### src/design/ptfl_ram.sv
// Generic single-write, single-read RAM with a registered read port.
// No dependencies.
`default_nettype none

module ptfl_ram #(
    parameter int WIDTH = 8,
    parameter int DEPTH = 16,
    localparam int AW = (DEPTH > 1) ? $clog2(DEPTH) : 1
) (
    input  wire logic             i_clk,
    input  wire logic             i_we,
    input  wire logic [AW-1:0]    i_waddr,
    input  wire logic [WIDTH-1:0] i_wdata,
    input  wire logic [AW-1:0]    i_raddr,
    output logic      [WIDTH-1:0] o_rdata
);

    logic [WIDTH-1:0] r_mem [DEPTH];

    // Write port and registered read port.
    always_ff @(posedge i_clk) begin
        if (i_we) begin
            r_mem[i_waddr] <= i_wdata;
        end
        o_rdata <= r_mem[i_raddr];
    end

endmodule

`default_nettype wire

### config.mk
export PLATFORM = sky130hd
export DESIGN_NAME = ptfl_ram
export DESIGN_NICKNAME = d
export VERILOG_FILES = /design/src/design/ptfl_ram.sv
export SDC_FILE = /design/constraint.sdc
export NUM_CORES = 1
export LEC_CHECK = 0
export BUFFER_PORTS_ARGS = -buffer_cell sky130_fd_sc_hd__buf_2
export CAP_MARGIN = 20
export CORE_ASPECT_RATIO = 0.75
export CORE_MARGIN = 3
export CORE_UTILIZATION = 44
export DETAILED_ROUTE_END_ITERATION = 8
export PLACE_DENSITY_LB_ADDON = 0.25
export SYNTH_ARGS = -nofsm -noshare
export SYNTH_HDL_FRONTEND = slang
export SYNTH_SLANG_ARGS = --single-unit
### constraint.sdc
create_clock -name i_clk -period 1.88 [get_ports i_clk]
set_input_delay 0.282 -clock i_clk [delete_from_list [all_inputs] [get_ports i_clk]]
set_output_delay 0.282 -clock i_clk [all_outputs]
set_load 0.05 [all_outputs]
# After elaboration in Yosys (flattened, before gate mapping)
# Memories as Yosys holds them, arrays and structs flattened. A register that Yosys moved wholly into a read port is not among the register bits.
# Cells that the tools add are included.
[op_classes]
mux = 2
[ops]
columns = ["op", "n"]
rows = [
  ["2-to-1 mux 1 bit", 2],
]
[totals]
register_bits = 0
mem_bits_rw = 128
output_inout_bits = 8
mem_count = 1
[mem_list]
columns = ["name", "words", "word_bits", "read_ports", "rd_ports_with_merged_regs", "write_ports", "line", "text"]
rows = [
  ["r_mem", 16, 8, 1, 1, 1, "18", "logic [WIDTH-1:0] r_mem [DEPTH];"],
]

# Logic depth before layout (Yosys ltp)
# Gate-level depths: netlist of run 1.
[logic_depth]
word_depth = 2
mapped_depth = 5
mapped_depth_nobuf = 3

# Worst setup path before layout of run 1
# Ideal clock, no wire load.
[synth_path]
kind = "input to register"
startpoint = "in i_waddr[2]"
endpoint = "mem r_mem[0][0] (enable)"
setup_ps = 383
arrival_ps = 1392
t_required_ps = 1497
slack_ps = 105
cell_stages = 2
n_path_buf = 0
path_cell_list = "or3b_2 > nor3_1"
[synth_rtl]
columns = ["item", "line", "text"]
rows = [
  ["start: declaration", "12", "input wire logic [AW-1:0] i_waddr,"],
  ["end: declaration", "18", ""],
]
# No word-level cell before the write port.

# Worst setup path after layout of run 1
[layout_path]
startpoint = "reg o_rdata[6] (read register of r_mem)"
endpoint = "out o_rdata[6]"
[layout_rtl]
columns = ["item", "line", "text"]
rows = [
  ["start: declaration", "15", "output logic [WIDTH-1:0] o_rdata"],
]
# No word-level cell between the ends.

==> results of run 1 <==
-- area by class of cell --
cell class                      instances  share of cell area [%]
Timing Repair Buffer                   47                   5.249
Multi-Input combinational cell         83                   16.93
Clock inverter                         13                   3.627
Sequential cell                       136                   64.12
Tap cell                              157                   3.146
Clock buffer                           19                   6.932
-- placed cells by master, fill, tap and decap left out --
cell type | synthesis | routed
nor3_1 | 4 | 4
bufinv_16 | 0 | 6
nand2_1 | 9 | 9
clkbuf_1 | 0 | 2
clkinvlp_4 | 0 | 3
nand2b_1 | 2 | 2
buf_12 | 0 | 3
nand3b_1 | 2 | 2
and2b_1 | 1 | 1
and2_1 | 1 | 1
nor2_1 | 13 | 13
nand3_1 | 1 | 1
nor2b_1 | 1 | 1
clkinv_2 | 0 | 3
or3b_2 | 1 | 1
mux4_1 | 14 | 14
clkinv_4 | 0 | 1
mux4_2 | 18 | 18
buf_4 | 1 | 19
edfxtp_1 | 128 | 128
a22oi_1 | 16 | 16
buf_2 | 3 | 25
clkbuf_16 | 0 | 17
dfxtp_1 | 8 | 8
-- routing by layer --
layer  routed length (µm)  vias up  track usage (%)  share of wire, %
met5                   13        -                0              0.13
li1                     -     1084                -                 -
met4                   76        2            5.692              0.75
met2                 4604      110            23.52                46
met1                 4509     1236            24.81                45
met3                  894       12            6.227               8.9
-- sequential cells by signal, summed over array words and instances (netlist names) --
name / flops
o_rdata: 8
r_mem: 128
-- power groups by stage --
stage               registers (W)  clock network (W)  logic (W)
detailed placement        0.00348                  0   0.000392
CTS                       0.00341            0.00371   0.000393
finish                    0.00341            0.00366   0.000386
global placement          0.00347                  0   0.000383
floorplan                 0.00354                  0   0.000172
global route              0.00342            0.00386   0.000420
-- logic make-up (layout without fill, tap and decap cells) --
family	Yosys count	in the layout
AOI/OAI and AO/OA	16	16
buffers and inverters	10	79
DFF	136	136
muxes	32	32
and+or+nand+nor	35	35
-- worst max path at each step --
stage / from / to / slack, ps / depth (start not counted)
floorplan: i_waddr[2] / r_mem[0][0]$_DFFE_PP_ / 110 / 2
global placement: i_raddr[0] / o_rdata[0]$_DFF_P_ / 230 / 5
detailed placement: i_raddr[0] / o_rdata[2]$_DFF_P_ / 220 / 5
CTS: o_rdata[6]$_DFF_P_ / o_rdata[6] / 490 / 1
global route: o_rdata[6]$_DFF_P_ / o_rdata[6] / 480 / 1
finish: o_rdata[6]$_DFF_P_ / o_rdata[6] / 500 / 1
-- stage by stage --
step	hold WS [ps]	cell area, µm²	power [W]	utilization [%]	worst slack [ps]
floorplan	380.9	5147	0.003711	-	105.1
global placement	655.3	5585	0.003857	49.92	229.9
detailed placement	664.4	5585	0.003868	49.92	223.9
CTS	238.9	6245	0.007521	55.81	491.3
global route	252.2	6245	0.007697	55.81	477.7
finish	251.8	6245	0.007460	55.81	500.0
==> flow_summary.ini, run 1 <==
[setup_path]
critPathRequiredTime_ps = 1600
reg2reg_from = r_mem[2][0]$_DFFE_PP_
worstPathCellList = buf_2
r2r-end = o_rdata[0]$_DFF_P_
cp_top_family = flip-flops
cpPeakStageDelay_ps = 390
critPathArrivalTime_ps = 1100
r2r_cells = 3
critical_path_class = register to output pin
critPathLaunchType = register
cp_num_buf_inv = 1
reg2reg_slack_ps = 580
cp_max_fo = 1
cp_slowest_cell = dfxtp_1
worstSetupEndpointType = output pin

[placement]
dp_hpwl_um = 6450
numPlacedInstances = 423
place.gp.congestion = 0.7568
port_buffers = 25

[sta]
finalSetupViolations = 0
clock_skew_ps = 6.316
worst_pin_slew_ps = 429.4
report.final.slew_viol_count = 0
slew_headroom_pct = 71.37
period_share_pct = 73.40
period_needed_ps = 1380
fmax_mhz = 724.7
rsz0062_at_grt = no
hold_viol_final = 0
tns_ps = 0

[synth]
synthMuxAreaShare_pct = 15.02
synth_warnings = 0
synthXorXnorAreaFrac_pct = 0
syn_nets = 247
synth_top_cell_by_area = edfxtp_1
synthTopCellsByArea = edfxtp_1, mux4_2, mux4_1
synthCells = 229
synth_most_common_cell = edfxtp_1
synth_top_family_by_area = multiplexers
synth_simple_gate_area_share_pct = 3.184
synth_common_cells = edfxtp_1, mux4_2, a22oi_1
ys_seq_elements = 136
synth_top_area_share_pct = 74.67
avgSynthCellArea_um2 = 22.48
synth_compound_area_share_pct = 2.333
seq_area_frac_synth_pct = 77.78
async_flop_share_pct = 0
synth_edf_count = 128
synth_fa_ha_area_share_pct = 0
netlist-cell-type-count = 19
synthFlopType = edfxtp_1
netlist_area_um2 = 5147

[detailed_routing]
via_per_inst = 5.371
route.vias.total = 2444
wl_per_cell_um = 22.19
drt_iter0_drc = 264
drt_pass1_iterations = 4
routed_wl_um = 10100
drc = 0
ant_nets = 0

[floorplan]
pin_count = 26
fp-row-count = 33
start_util_pct = 46.00
coreArea_um2 = 11190
die_w_um = 130.9
fp.dieH_um = 99.67
die-area_um2 = 13050

[cells_and_area]
ff_latch_area_um2 = 4004
layout-drive-gt1-share_pct = 32.21
multi_input_area_um2 = 1057
finalNonFillerCells = 455
fillers = 843
diodes = 0
nets = 303
syn2layout_area_growth_pct = 21.32

[global_route]
grt_max_degree = 33
antenna_found_initial = 1
grt_pass1_vias = 2476
grt_util_all_layers_pct = 16.90
overflow = 0
grt_first_pass_wirelength_um = 15230

[hold_path]
hold_depth = 1
min_from = i_wdata[5]
min_to = r_mem[8][5]$_DFFE_PP_
hold_path_class = primary input to register

[power]
sw_frac_of_total_pct = 19.40
pwr-share-seq_pct = 45.8
power_leakage_nw = 2.137
p_comb_share_pct = 5.2
p_sw_w = 0.001447
powerDensity_nw_per_um2 = 1195
internal_power_w = 0.006013
ir_drop_v = 0.0006252
power_frac_clock_pct = 49.1

[clocking]
cts_setup_buffers = 0
ctsHoldBuffers = 0
htreeDepth = 4
clkLatencyLatePin_ps = 410
cts-buffers-inserted = 17
cts.clk_slew.worst_paths_ps = 60
cts_num_sinks = 136
root_buffer = clkbuf_16
cts_buffer_depth = 2
ctsResizeCount = 0
cts_tree = built

[flow_run]
drv_cap = 0

[outcome]
status = completed
Power figures use the tool's default switching activity.
==> run 2, diff against run 1 <==
==> constraint.sdc (replaced) <==
create_clock -name i_clk -period 1.3 [get_ports i_clk]
set_input_delay 0.195 -clock i_clk [delete_from_list [all_inputs] [get_ports i_clk]]
set_output_delay 0.195 -clock i_clk [all_outputs]
set_load 0.05 [all_outputs]
==> run 2 against run 1 <==
Effect of this change:
- clock-buffer cell count decreased by 2
- critical path depth increased by 2
- cell area increased by 0.84%
- routed wire length increased by 3.3%
- power increased by 35%
- via count increased by 3.5%
- worst hold slack got worse by 85 ps
- sequential share of layout area decreased by 0.54 points
- cell count increased by 2.0%
- sequential cell count unchanged
- combinational power increased by 60%
- global-route usage increased by 0.35 points
- critical path type is now register to register
==> flow_summary.ini, run 2 (synthesized netlist as in run 1, its figures left out) <==
[clocking]
cts_buffer_depth = 2
cts_tree = built
cts.clk_slew.worst_paths_ps = 60
htreeDepth = 4
cts-buffers-inserted = 17
root_buffer = clkbuf_16
clkLatencyLatePin_ps = 410
cts_setup_buffers = 0
cts_num_sinks = 136

[global_route]
grt_pass1_vias = 2523
grt_first_pass_wirelength_um = 15860
antenna_found_initial = 0
grt_util_all_layers_pct = 17.25
overflow = 0
grt_max_degree = 26

[detailed_routing]
via_per_inst = 5.453
ant_nets = 0
drc = 0
route.vias.total = 2530
wl_per_cell_um = 22.47
drt_pass1_iterations = 5
drt_iter0_drc = 283
routed_wl_um = 10430

[setup_path]
critPathLaunchType = register
cp_max_fo = 1
cp_num_buf_inv = 0
critical_path_class = register to register
cp_top_family = multiplexers
worstSetupEndpointType = register
critPathRequiredTime_ps = 1590
critPathArrivalTime_ps = 1580
cpPeakStageDelay_ps = 480
cp_slowest_cell = mux4_2
worstPathCellList = mux4_2 > a22oi_2 > nand2_1

[flow_run]
drv_cap = 0

[power]
powerDensity_nw_per_um2 = 1597
power_leakage_nw = 2.122
ir_drop_v = 0.0009378

[placement]
placed_area_um2 = 5739
dp_hpwl_um = 6714
numPlacedInstances = 432
port_buffers = 25
place.gp.congestion = 0.7330

[cells_and_area]
nets = 312
diodes = 0
top_register = r_mem
layout_commonest_cell = edfxtp_1
finalNonFillerCells = 464
layout-drive-gt1-share_pct = 41.04
postLayoutCellArea_um2 = 6297
final_cell_mix = edfxtp_1, mux4_2, buf_2, buf_4, clkbuf_16
largest_reg_flops = 128
syn2layout_area_growth_pct = 22.34
fillers = 836
reg_top3 = r_mem: 128 flops, o_rdata: 8 flops

[sta]
fmax_mhz = 777.6
report.final.slew_viol_count = 0
finalSetupViolations = 0
worst_pin_slew_ps = 884.0
period_share_pct = 98.92
period_needed_ps = 1286
clock_skew_ps = 6.433
rsz0062_at_grt = yes
hold_viol_final = 0
slew_headroom_pct = 40.94

[floorplan]
start_util_pct = 46.00
fp-row-count = 33
die_w_um = 130.9
pin_count = 26
fp.dieH_um = 99.67
die-area_um2 = 13050
coreArea_um2 = 11190

[outcome]
status = completed

[hold_path]
hold_path_class = primary input to register
[run 2: cell count changes in the layout (fill, tap and decap cells not counted), moves of 4 or more]
cell	delta
a22oi_1	-6
a22oi_2	+6
buf_12	+4
buf_4	+5
bufinv_16	-4
mux4_1	-9
mux4_2	+9
nor3_1	-4
[run 2: worst paths after layout]
check / start / endpoint / slack, ps / cells past startpoint
max: r_mem[8][5]$_DFFE_PP_ / o_rdata[5]$_DFF_P_ / 10 / 3
min: i_wdata[7] / r_mem[6][7]$_DFFE_PP_ / 170 / 1
max reg2reg: r_mem[8][5]$_DFFE_PP_ / o_rdata[5]$_DFF_P_ / 10 / 3
min reg2reg: r_mem[14][7]$_DFFE_PP_ / o_rdata[7]$_DFF_P_ / 680 / 3
[run 2: timing repair]
item                                    in CTS  in global routing
endpoints found under the setup margin       6                  6
pin swaps                                    4                  5
resized for setup                           12                  3
gates cloned                                 0                  0
endpoints found under the hold margin        0                  0
hold buffers                                 0                  0
[run 2: final cells by class]
cell class                 count  area, µm²  area share [%]
tap                          157      196.4           3.119
sequential                   136       4004           63.58
clock inverter                15      136.4           2.166
timing repair buffer          56      445.4           7.073
multi-input combinational     83       1090           17.31
clock buffer                  17      425.4           6.755
[run 2: metal layers]
metal | vias to the layer above | wire length [µm] | GRT usage (%)
met1 | 1335 | 4915 | 25.06
met3 | 10 | 496 | 4.563
met5 | - | 0 | 0
met2 | 89 | 4895 | 25.52
li1 | 1096 | - | -
met4 | 0 | 121 | 5.929
[run 2: stage by stage]
stage	total power, W	hold WS [ps]	setup WS, ps	setup TNS (ps)	util [%]
after floorplan	0.005374	293.9	-31.47	-212.9	-
after global placement	0.005621	583.4	-389.0	-5217	51.29
after detailed placement	0.005634	592.4	-406.4	-5565	51.29
after CTS	0.01013	158.4	-8.408	-9.356	56.38
after global routing	0.01038	179.1	-50.48	-119.1	56.28
final	0.01006	166.9	14.03	0	56.28
[run 2: where the power goes]
part | internal, W | leakage, nW | total [W] | switching, W
combinational | 0.000239 | 0.628 | 0.000619 | 0.000380
clock | 0.00278 | 0.271 | 0.00450 | 0.00172
sequential | 0.00490 | 1.22 | 0.00494 | 0.0000322
==> run 3, diff against run 2 <==
--- a/config.mk
+++ b/config.mk
@@ -11,6 +11,7 @@
 export CORE_MARGIN = 3
 export CORE_UTILIZATION = 44
 export DETAILED_ROUTE_END_ITERATION = 8
+export MAX_ROUTING_LAYER = met4
 export PLACE_DENSITY_LB_ADDON = 0.25
 export SYNTH_ARGS = -nofsm -noshare
 export SYNTH_HDL_FRONTEND = slang
==> constraint.sdc (replaced) <==
create_clock -name i_clk -period 1.5 [get_ports i_clk]
set_input_delay 0.225 -clock i_clk [delete_from_list [all_inputs] [get_ports i_clk]]
set_output_delay 0.225 -clock i_clk [all_outputs]
set_load 0.05 [all_outputs]
==> run 3 against run 2 <==
Effect of this change:
- sequential cell count unchanged
- power decreased by 14%
- fmax down 3.1%
- clock-buffer cell count is 8 higher
- routed wire length fell by 3.3%
==> flow_summary.ini, run 3 (synthesized netlist as in run 1, its figures left out) <==
[floorplan]
fp-row-count = 33
die-area_um2 = 13050
die_w_um = 130.9
coreArea_um2 = 11190
pin_count = 26
start_util_pct = 46.00
fp.dieH_um = 99.67

[sta]
hold_viol_final = 0
worst_pin_slew_ps = 728.1
period_needed_ps = 1328
finalSetupViolations = 0
clock_skew_ps = 10.90
tns_ps = 0
report.final.slew_viol_count = 0
rsz0062_at_grt = no
slew_headroom_pct = 51.28
worst_slack_ps = 172.3
period_share_pct = 88.51
fmax_mhz = 753.2

[outcome]
status = completed

[clocking]
clkLatencyLatePin_ps = 410
htreeDepth = 4
cts_setup_buffers = 0
cts.clk_slew.worst_paths_ps = 50
ctsResizeCount = 0
ctsHoldBuffers = 0
cts_num_sinks = 136
cts_buffer_depth = 2
cts_tree = built
cts-buffers-inserted = 17
root_buffer = clkbuf_16

[cells_and_area]
largest_reg_flops = 128
top_register = r_mem
diodes = 0
postLayoutCellArea_um2 = 6165
layout-drive-gt1-share_pct = 30.77
fillers = 860
reg_top3 = r_mem: 128 flops, o_rdata: 8 flops
nets = 306
final_cell_mix = edfxtp_1, buf_2, buf_4, mux4_2, clkbuf_16
syn2layout_area_growth_pct = 19.76
layout_commonest_cell = edfxtp_1

[global_route]
antenna_found_initial = 0
grt_first_pass_wirelength_um = 15510
grt_max_degree = 18
overflow = 0
grt_pass1_vias = 2520
grt_util_all_layers_pct = 17.50

[power]
ir_drop_v = 0.0007373
totalPowerFinal_w = 0.008612
power_leakage_nw = 2.106
powerDensity_nw_per_um2 = 1397

[placement]
port_buffers = 25
dp_hpwl_um = 6447
pre_cts_ws_ps = -153.3
place.gp.congestion = 0.7446
placed_area_um2 = 5625

[setup_path]
worstSetupEndpointType = register
critPathArrivalTime_ps = 1610
r2r_cells = 3
cp_max_fo = 1
critPathLaunchType = register
critical_path_class = register to register
critPathRequiredTime_ps = 1790

[detailed_routing]
route.vias.total = 2430
drc = 0
routed_wl_um = 10080
ant_nets = 0
drt_iter0_drc = 232
via_per_inst = 5.329
wl_per_cell_um = 22.11
drt_pass1_iterations = 4

[hold_path]
hold_path_class = primary input to register
hold_depth = 1

[flow_run]
drv_cap = 0
run 3: per-stage QoR:
step	util, %	instances	hold WS (ps)
after global placement	50.27	426	611.2
after CTS	55.09	456	188.8
after global routing	55.09	456	200.4
after detailed placement	50.27	426	626.1
final	55.09	456	194.8
after floorplan	-	229	323.9
run 3: power by group:
part           internal (W)  switching, W  leakage (nW)
combinational      0.000187      0.000306         0.620
clock               0.00246       0.00138         0.263
sequential          0.00425     0.0000288          1.22
run 3: layout make-up:
cell class	count	area, µm²	area share (%)
Multi-Input combinational cell	83	1062	17.23
Tap cell	157	196.4	3.187
Clock buffer	25	465.4	7.550
Sequential cell	136	4004	64.95
Clock inverter	5	73.82	1.197
Timing Repair Buffer	50	362.8	5.886
run 3: critical path, cell delays in order, from the launching register on:
cell and delay [ps]:
edfxtp_1 360, mux4_1 520, a22oi_1 260, nand2_1 80
run 3: layer usage:
metal	share of wire (%)	GRT usage [%]	vias to the layer above
met5	0	-	-
met4	0.77	6.719	0
met3	7.7	5.153	6
met2	45	22.93	78
met1	46	25.84	1255
li1	-	-	1091
run 3: worst paths after layout:
path,to,slack (ps),from
worst min register to register,o_rdata[1]$_DFF_P_,670,r_mem[7][1]$_DFFE_PP_
worst max-delay path,o_rdata[0]$_DFF_P_,170,r_mem[1][0]$_DFFE_PP_
worst min-delay path,r_mem[12][5]$_DFFE_PP_,190,i_wdata[5]
worst max register to register,o_rdata[0]$_DFF_P_,170,r_mem[1][0]$_DFFE_PP_
